File: src/sspcp_pkg.sv
// Package: shared constants, types and helper functions of the setpoint command parser.
`default_nettype none
package sspcp_pkg;

  // Number of value characters that follow the '=' of a command.
  localparam int DATA_CHARS = 3;
  localparam int CNT_W      = (DATA_CHARS > 1) ? $clog2(DATA_CHARS) : 1;

  localparam int CHAR_W     = 8;
  localparam int CMD_W      = 3;
  localparam int SETTING_W  = 12;

  // Digit accumulator saturates here; wide enough for any DATA_CHARS in range.
  localparam int ACC_CAP    = 100000;
  localparam int ACC_W      = 17;
  localparam int VAL_W      = 21;

  localparam int MODE_OFFSET = 1000;
  localparam int SET_MAX     = (1 << (SETTING_W - 1)) - 1;
  localparam int SET_MIN     = -(1 << (SETTING_W - 1));

  localparam logic [CMD_W-1:0] CMD_MODE    = 3'd0;
  localparam logic [CMD_W-1:0] CMD_CURRENT = 3'd1;
  localparam logic [CMD_W-1:0] CMD_ANGLE   = 3'd2;
  localparam logic [CMD_W-1:0] CMD_SPEED   = 3'd3;
  localparam logic [CMD_W-1:0] CMD_DAMPING = 3'd4;
  localparam logic [CMD_W-1:0] CMD_GEAR    = 3'd5;

  localparam logic [CHAR_W-1:0] CH_EQUAL = 8'h3d;
  localparam logic [CHAR_W-1:0] CH_PLUS  = 8'h2b;
  localparam logic [CHAR_W-1:0] CH_MINUS = 8'h2d;
  localparam logic [CHAR_W-1:0] CH_ZERO  = 8'h30;
  localparam logic [CHAR_W-1:0] CH_NINE  = 8'h39;
  localparam logic [CHAR_W-1:0] CH_SPACE = 8'h20;
  localparam logic [CHAR_W-1:0] CH_TAB   = 8'h09;
  localparam logic [CHAR_W-1:0] CH_CR    = 8'h0d;

  typedef logic [CHAR_W-1:0] char_t;
  typedef char_t data_chars_t [DATA_CHARS];

  // One registered input byte on its way to the decoder.
  typedef struct packed {
    logic  valid;
    char_t rx_char;
  } byte_stage_t;

  typedef struct packed {
    logic             hit;
    logic [CMD_W-1:0] code;
  } letter_t;

  function automatic letter_t decode_letter(input char_t c);
    letter_t res;
    res.hit  = 1'b1;
    res.code = CMD_MODE;
    case (c)
      8'h4d, 8'h6d: res.code = CMD_MODE;
      8'h43, 8'h63: res.code = CMD_CURRENT;
      8'h41, 8'h61: res.code = CMD_ANGLE;
      8'h53, 8'h73: res.code = CMD_SPEED;
      8'h44, 8'h64: res.code = CMD_DAMPING;
      8'h47, 8'h67: res.code = CMD_GEAR;
      default:      res.hit  = 1'b0;
    endcase
    return res;
  endfunction

  function automatic logic is_space(input char_t c);
    return (c == CH_SPACE) || ((c >= CH_TAB) && (c <= CH_CR));
  endfunction

  function automatic logic is_digit(input char_t c);
    return (c >= CH_ZERO) && (c <= CH_NINE);
  endfunction

  // Converts the collected characters as atoi does, adds the mode offset for a mode command and
  // saturates to the width of the setting field.
  function automatic logic signed [SETTING_W-1:0] parse_setting(
    input data_chars_t chars,
    input logic        is_mode
  );
    logic [1:0]              scan;  // 0 skipping blanks, 1 reading digits, 2 stopped
    logic                    neg;
    logic [ACC_W-1:0]        acc;
    logic [VAL_W-1:0]        prod;
    logic signed [VAL_W-1:0] value;
    scan = 2'd0;
    neg  = 1'b0;
    acc  = '0;
    for (int i = 0; i < DATA_CHARS; i++) begin
      prod = ({{(VAL_W-ACC_W){1'b0}}, acc} << 3) + ({{(VAL_W-ACC_W){1'b0}}, acc} << 1)
           + {{(VAL_W-CHAR_W){1'b0}}, (chars[i] - CH_ZERO)};
      case (scan)
        2'd0: begin
          if (is_space(chars[i])) begin
            scan = 2'd0;
          end else if ((chars[i] == CH_PLUS) || (chars[i] == CH_MINUS)) begin
            neg  = (chars[i] == CH_MINUS);
            scan = 2'd1;
          end else if (is_digit(chars[i])) begin
            acc  = ACC_W'(chars[i] - CH_ZERO);
            scan = 2'd1;
          end else begin
            scan = 2'd2;
          end
        end
        2'd1: begin
          if (is_digit(chars[i])) begin
            acc = (prod > VAL_W'(ACC_CAP)) ? ACC_W'(ACC_CAP) : prod[ACC_W-1:0];
          end else begin
            scan = 2'd2;
          end
        end
        default: scan = 2'd2;
      endcase
    end
    value = $signed({{(VAL_W-ACC_W){1'b0}}, acc});
    if (neg) begin
      value = -value;
    end
    if (is_mode) begin
      value = value + VAL_W'(MODE_OFFSET);
    end
    if (value > VAL_W'(SET_MAX)) begin
      value = VAL_W'(SET_MAX);
    end else if (value < $signed(VAL_W'(SET_MIN))) begin
      value = VAL_W'(SET_MIN);
    end
    return value[SETTING_W-1:0];
  endfunction

endpackage
`default_nettype wire

File: src/sspcp_if.sv
// Interfaces: the byte input channel and the parsed command result channel.
`default_nettype none
interface sspcp_in_if;
  import sspcp_pkg::*;
  logic  valid;
  logic  ready;
  char_t rx_char;

  modport source (output valid, output rx_char, input ready);
  modport sink   (input valid, input rx_char, output ready);
endinterface

interface sspcp_out_if;
  import sspcp_pkg::*;
  logic                        valid;
  logic                        ready;
  logic [CMD_W-1:0]            command;
  logic signed [SETTING_W-1:0] setting;

  modport source (output valid, output command, output setting, input ready);
  modport sink   (input valid, input command, input setting, output ready);
endinterface
`default_nettype wire

File: src/serial_setpoint_command_parser_unit.sv
// Channels: in_ch carries one received ASCII byte per item (rx_char); out_ch
// carries one parsed command per item (command code and signed setting).
// Both use valid/ready; an item moves at a clock edge where both are high.
// A command is a letter M, C, A, S, D or G in either case, then '=', then
// three value characters, converted as atoi does. The mode command adds 1000.
// The result is presented on out_ch after the last value character has passed
// through the input register and then the result register; a stalled result
// ahead of it holds that character in the input register.
// Throughput: one byte per cycle while out_ch does not stall, set by the single
// decoder pass between the input register and the result register.
// When the receiver stalls, the result register holds its item, the input
// register holds one more byte and then in_ch.ready drops; nothing is lost.
// Reset (rst_n low at a clock edge) empties both registers and returns the
// parser to waiting for a command letter.
`default_nettype none
module serial_setpoint_command_parser_unit
  import sspcp_pkg::*;
(
  input  wire logic   clk,
  input  wire logic   rst_n,
  sspcp_in_if.sink    in_ch,
  sspcp_out_if.source out_ch
);

  byte_stage_t stage;
  logic        take;

  sspcp_input_stage u_input_stage (
    .clk        (clk),
    .rst_n      (rst_n),
    .in_valid   (in_ch.valid),
    .in_rx_char (in_ch.rx_char),
    .in_ready   (in_ch.ready),
    .take       (take),
    .stage      (stage)
  );

  sspcp_decoder u_decoder (
    .clk         (clk),
    .rst_n       (rst_n),
    .stage       (stage),
    .take        (take),
    .out_valid   (out_ch.valid),
    .out_ready   (out_ch.ready),
    .out_command (out_ch.command),
    .out_setting (out_ch.setting)
  );

endmodule
`default_nettype wire

File: src/sspcp_input_stage.sv
// Input register: holds one received byte until the decoder takes it.
`default_nettype none
module sspcp_input_stage
  import sspcp_pkg::*;
(
  input  wire logic        clk,
  input  wire logic        rst_n,
  input  wire logic        in_valid,
  input  wire char_t       in_rx_char,
  output logic             in_ready,
  input  wire logic        take,
  output byte_stage_t      stage
);

  logic  valid_r;
  logic  valid_nxt;
  char_t char_r;

  // The register refills in the same cycle that the decoder takes its byte.
  assign in_ready  = !valid_r || take;
  assign valid_nxt = (in_valid && in_ready) ? 1'b1 : (take ? 1'b0 : valid_r);

  always_ff @(posedge clk) begin
    if (!rst_n) begin
      valid_r <= 1'b0;
    end else begin
      valid_r <= valid_nxt;
    end
  end

  always_ff @(posedge clk) begin
    if (in_valid && in_ready) begin
      char_r <= in_rx_char;
    end
  end

  assign stage.valid   = valid_r;
  assign stage.rx_char = char_r;

endmodule
`default_nettype wire

File: src/sspcp_decoder.sv
// Decoder: command sequencer, value conversion and the result register.
`default_nettype none
module sspcp_decoder
  import sspcp_pkg::*;
(
  input  wire logic                  clk,
  input  wire logic                  rst_n,
  input  wire byte_stage_t           stage,
  output logic                       take,
  output logic                       out_valid,
  input  wire logic                  out_ready,
  output logic [CMD_W-1:0]           out_command,
  output logic signed [SETTING_W-1:0] out_setting
);

  localparam logic [1:0] PH_LETTER = 2'd0;
  localparam logic [1:0] PH_EQUAL  = 2'd1;
  localparam logic [1:0] PH_DATA   = 2'd2;

  logic [1:0]                  phase_r, phase_nxt;
  logic [CMD_W-1:0]            code_r, code_nxt;
  logic [CNT_W-1:0]            count_r, count_nxt;
  data_chars_t                 data_r;
  data_chars_t                 chars_in;
  logic                        out_valid_r, out_valid_nxt;
  logic [CMD_W-1:0]            command_r;
  logic signed [SETTING_W-1:0] setting_r;
  logic                        result_load;
  letter_t                     letter;

  // A byte moves on whenever the result register is free or being emptied.
  assign take   = stage.valid && (!out_valid_r || out_ready);
  assign letter = decode_letter(stage.rx_char);

  // The collected characters with the current byte shifted in as the newest.
  always_comb begin
    for (int i = 0; i < DATA_CHARS - 1; i++) begin
      chars_in[i] = data_r[i+1];
    end
    chars_in[DATA_CHARS-1] = stage.rx_char;
  end

  always_comb begin
    phase_nxt   = phase_r;
    code_nxt    = code_r;
    count_nxt   = count_r;
    result_load = 1'b0;
    if (take) begin
      case (phase_r)
        PH_EQUAL: begin
          count_nxt = '0;
          phase_nxt = (stage.rx_char == CH_EQUAL) ? PH_DATA : PH_LETTER;
        end
        PH_DATA: begin
          if (count_r == CNT_W'(DATA_CHARS - 1)) begin
            result_load = 1'b1;
            phase_nxt   = PH_LETTER;
            count_nxt   = '0;
          end else begin
            count_nxt = count_r + 1'b1;
          end
        end
        default: begin
          phase_nxt = PH_LETTER;
          if (letter.hit) begin
            code_nxt  = letter.code;
            count_nxt = '0;
            phase_nxt = PH_EQUAL;
          end
        end
      endcase
    end
  end

  assign out_valid_nxt = result_load ? 1'b1 : (out_ready ? 1'b0 : out_valid_r);

  always_ff @(posedge clk) begin
    if (!rst_n) begin
      phase_r     <= PH_LETTER;
      code_r      <= CMD_MODE;
      count_r     <= '0;
      out_valid_r <= 1'b0;
    end else begin
      phase_r     <= phase_nxt;
      code_r      <= code_nxt;
      count_r     <= count_nxt;
      out_valid_r <= out_valid_nxt;
    end
  end

  always_ff @(posedge clk) begin
    if (take && (phase_r == PH_DATA)) begin
      data_r <= chars_in;
    end
    if (result_load) begin
      command_r <= code_r;
      setting_r <= parse_setting(chars_in, code_r == CMD_MODE);
    end
  end

  assign out_valid   = out_valid_r;
  assign out_command = command_r;
  assign out_setting = setting_r;

`ifndef SYNTHESIS
  // A new result can only come from a byte taken while collecting data.
  a_result_from_data: assert property (@(posedge clk) disable iff (!rst_n)
    $rose(out_valid_r) |-> $past(phase_r == PH_DATA && take))
    else $error("result appeared without a completing data byte");

  // Completing a command always returns the parser to letter search.
  a_back_to_letter: assert property (@(posedge clk) disable iff (!rst_n)
    result_load |=> (phase_r == PH_LETTER) && (count_r == '0))
    else $error("parser did not return to letter search after a result");

  // While a result is stalled no byte may be consumed.
  a_stall_holds_state: assert property (@(posedge clk) disable iff (!rst_n)
    (out_valid_r && !out_ready) |=> $stable(phase_r) && $stable(count_r))
    else $error("parser state changed while the result was stalled");
`endif

endmodule
`default_nettype wire
File: src/flat_wrapper.sv
// flat-port wrapper written by rule: the top's interface ports become plain ports
module serial_setpoint_command_parser_unit_flat import sspcp_pkg::*;
  (clk, rst_n, in_ch_valid, in_ch_rx_char, in_ch_ready, out_ch_valid, out_ch_command, out_ch_setting, out_ch_ready);
  sspcp_in_if in_ch_i ();
  sspcp_out_if out_ch_i ();
  input  wire logic clk;
  input  wire logic rst_n;
  input wire logic [$bits(in_ch_i.valid)-1:0] in_ch_valid;
  input wire logic [$bits(in_ch_i.rx_char)-1:0] in_ch_rx_char;
  output wire logic [$bits(in_ch_i.ready)-1:0] in_ch_ready;
  output wire logic [$bits(out_ch_i.valid)-1:0] out_ch_valid;
  output wire logic [$bits(out_ch_i.command)-1:0] out_ch_command;
  output wire logic [$bits(out_ch_i.setting)-1:0] out_ch_setting;
  input wire logic [$bits(out_ch_i.ready)-1:0] out_ch_ready;
  assign in_ch_i.valid = in_ch_valid;
  assign in_ch_i.rx_char = in_ch_rx_char;
  assign in_ch_ready = in_ch_i.ready;
  assign out_ch_valid = out_ch_i.valid;
  assign out_ch_command = out_ch_i.command;
  assign out_ch_setting = out_ch_i.setting;
  assign out_ch_i.ready = out_ch_ready;
  serial_setpoint_command_parser_unit u_core (.clk(clk), .rst_n(rst_n), .in_ch(in_ch_i), .out_ch(out_ch_i));
endmodule
File: config.mk
export PLATFORM = sky130hd
export DESIGN_NAME = serial_setpoint_command_parser_unit_flat
export DESIGN_NICKNAME = d
export VERILOG_FILES = /design/src/sspcp_pkg.sv /design/src/sspcp_if.sv /design/src/serial_setpoint_command_parser_unit.sv /design/src/sspcp_input_stage.sv /design/src/sspcp_decoder.sv /design/src/flat_wrapper.sv
export SDC_FILE = /design/constraint.sdc
export NUM_CORES = 1
export LEC_CHECK = 0
export ABC_CLOCK_PERIOD_IN_PS = 9450
export BUFFER_PORTS_ARGS = -buffer_cell sky130_fd_sc_hd__buf_4
export CAP_MARGIN = 10
export CORE_ASPECT_RATIO = 1.75
export CORE_MARGIN = 5
export CORE_UTILIZATION = 58
export CTS_CLUSTER_DIAMETER = 80
export CTS_CLUSTER_SIZE = 14
export DETAILED_ROUTE_END_ITERATION = 12
export PLACE_DENSITY = 0.77
export SYNTH_ARGS = -nofsm -noshare
export SYNTH_HDL_FRONTEND = slang
export SYNTH_SLANG_ARGS = --single-unit
File: constraint.sdc
create_clock -name clk -period 9.45 [get_ports clk]
set_input_delay 0.945 -clock clk [delete_from_list [all_inputs] [get_ports clk]]
set_output_delay 0.945 -clock clk [all_outputs]
set_load 0.01 [all_outputs]
==> run summary <==
run status: finished, violations left
failing checks: setup timing
Synth area leader: edfxtp_1
drt wl/cell: 21.85 um
Worst Hold Launch: u_core.u_decoder.code_r[0]
Yosys cell types: 105
CP max stage delay: 0.55 ns
Final Hold Vio Count: 0
clk_lat worst skew: 0.30 ns
layout cells sized above 1: 0.3344
largest net degree at the start of global routing: 17
IO buf count: 28
H-tree depth reported by CTS: 2
Net count, final: 997
Slew HR: 0.3266
worst-margin pin slew: 1.002 ns
setup violators final: 6
Critical Path Source: u_core.u_decoder.chars_in[18]
Setup Crit Path Kind: flip-flop to flip-flop
clk buf depth: 2
post-cts hold buffer count: 0
RSZ-0062 raised after global routing: yes
fmax: 104.9 MHz
hold crit path type: flip-flop to flip-flop
Syn Inst Count: 760
row count: 51
post-route setup slack: -0.08222 ns
die height: 150.1 um
crit path launch type: flip-flop
Power Total: 0.0004907 W
Crit. End Element: flip-flop
# IOs: 29
vias in the first global route: 7173
Layout area overhead: 31.28%
WP data required: 9.61 ns
Synth Warn #: 0
number of DRC markers in iteration 0: 497
post-route ant nets: 0
diode count: 0
clk sinks: 48
R2R Setup Slk: -0.08 ns
DRC Markers: 0
vias per inst: 6.642
top cell type's share of synthesized area: 0.1801
sequential cell area fraction in the yosys report: 0.2078
most used cell, CP: inv_2
CTS root buffer: clkbuf_16
top post-synthesis cells by count: ha_1, nor2_1, nand2_1
initial antenna violation count: 0
final RePlAce weighted congestion: 1.025
Syn Area/Cell: 8.558 um^2
Critical R2R Launch: u_core.u_decoder.chars_in[18]
Post-synth EDFFs: 39
CTS tree: yes
asr flop ratio synth: 0
minimum clock period after layout: 9.532 ns
first-pass iteration count of the detailed router: 5
clk_skew: 0.009948 ns
most common flop cell mapped by yosys: edfxtp_1
WP data arrival: 9.69 ns
clock slew at reported path FFs: 0.07 ns
Initial Util: 0.5891
Max Transition Viols Final: 0
first-pass GRT wire length: 35.12 mm
Final period util: 1.009
Final Core Density: 0.7734
Leakage: 3.668 nW
dpl hpwl: 18.10 mm
PwrDens: 57.47 nW/um^2
flops & latches, synth: 48
GRT Resource Usage Total: 0.3224
CTS buffer count: 5
slowest CP cell: fa_2
core region area: 11040 um^2
Die Area: 13510 um^2
Die Wd: 90.05 um
top post-synthesis cells by area: edfxtp_1, ha_1, xnor2_1, fa_1, nor2_1
vias post-DR: 6954
syn_nets: 843
peak supply drop: 97.02 uV
mapped cell area: 6504 um^2
remaining global-route overflow: 0
Critical Path Fanout Max: 4
max cap viols: 0
Total Routed Length: 22.87 mm
[final timing paths]
path | end | cells past startpoint
worst max-delay path | u_core.u_decoder.out_setting[6] | 36
worst min-delay path | u_core.u_decoder.out_command[0] | 0
worst min register to register | u_core.u_decoder.out_command[0] | 0
worst max register to register | u_core.u_decoder.out_setting[6] | 36
[report_power, final]
group          switching [W]  total [W]  internal, W  leakage [nW]
clock network      0.0000836   0.000190     0.000106        0.0772
registers         0.00000960   0.000240     0.000230         0.428
logic              0.0000323  0.0000612    0.0000289          3.16
total               0.000125   0.000491     0.000365          3.67
[routing by layer]
metal | routed length, um | track usage | vias to the layer above
li1 | - | - | 3192
met1 | 7358 | 0.2894 | 3278
met2 | 12460 | 0.6360 | 337
met3 | 1003 | 0.03169 | 147
met4 | 2053 | 0.2571 | 0
met5 | 0 | 0 | -
[cells in the final DEF, fill, tap and decap left out, types with 5 or more instances in the layout]
cell type,count
o21a_1,13
and3_1,9
edfxtp_1,39
o21ai_1,15
ha_1,46
a21o_1,9
nor3b_1,5
nand2_1,45
mux2i_1,5
a21oi_2,8
o211ai_1,11
xnor2_1,29
dfxtp_1,9
xor2_1,20
nor2_2,5
nor2b_1,14
fa_1,11
and2_1,13
clkbuf_16,5
o21ai_0,31
nand2b_1,12
inv_1,34
nor4_1,11
a21oi_1,31
nand3_1,21
ha_4,8
nand4_1,9
o21bai_1,7
ha_2,5
or2_2,10
a21boi_0,6
buf_4,170
nor2_1,56
nor3_1,19
a31oi_1,10
[registers in the layout, summed over array words and instances, names as in the netlist]
signal,count
u_core.u_decoder.chars_in,16
u_core.u_decoder.code_r,3
u_core.u_decoder.count_r,2
u_core.u_decoder.out_command,3
u_core.u_decoder.out_setting,12
u_core.u_decoder.out_valid,1
u_core.u_decoder.phase_r,2
u_core.u_input_stage.char_r,8
u_core.u_input_stage.valid_r,1
[cell families after synthesis]
kind of cell | count (synthesis) | share of synthesized area
AOI/OAI and AO/OA | 238 | 0.2695
xor gates and xnor gates | 52 | 0.07118
adders and majority gates | 71 | 0.1504
buffers and inverters | 66 | 0.04636
DFF | 48 | 0.2078
muxes | 7 | 0.01289
and+or+nand+nor | 278 | 0.2418
[final cells by class]
| class | count | area, um^2 |
|---|---|---|
| multi-input cells | 646 | 5385 |
| clock buffers | 6 | 138.9 |
| flip-flops and latches | 48 | 1351 |
| fillers | 788 | 2501 |
| repair buffers | 175 | 1341 |
| well taps | 132 | 165.2 |
| inverters | 38 | 142.6 |
| clock inverters | 2 | 13.76 |
[stage by stage]
stage | instances | hold WS [ns] | TNS [ns] | setup WS (ns) | area [um^2]
after global placement | 1020 | 0.4604 | -7.397 | -0.6503 | 7711
final | 1047 | 0.4930 | -0.2125 | -0.08222 | 8538
after CTS | 1033 | 0.4893 | 0 | 0.007443 | 8095
after detailed placement | 1020 | 0.4734 | -11.26 | -1.003 | 7711
after floorplan | 760 | 0.4441 | 0 | 0.007483 | 6526
after global routing | 1047 | 0.5158 | -3.827 | -0.4294 | 8538
[worst max-delay path: cells and delay by family (launching register included)]
family	cells	cell delay, ns
compound gates	17	4.02
fa+ha+maj	5	2.06
simple gates	7	1.95
flops	1	0.48
xor+xnor	2	0.46
buf+inv	5	0.40
[repair_timing]
item | in CTS | in global routing
setup buffers | 5 | 14
pin swaps | 12 | 52
resized for setup | 39 | 63
setup endpoints to repair | 12 | 12
No activity file was read; power rests on OpenSTA's default activity.
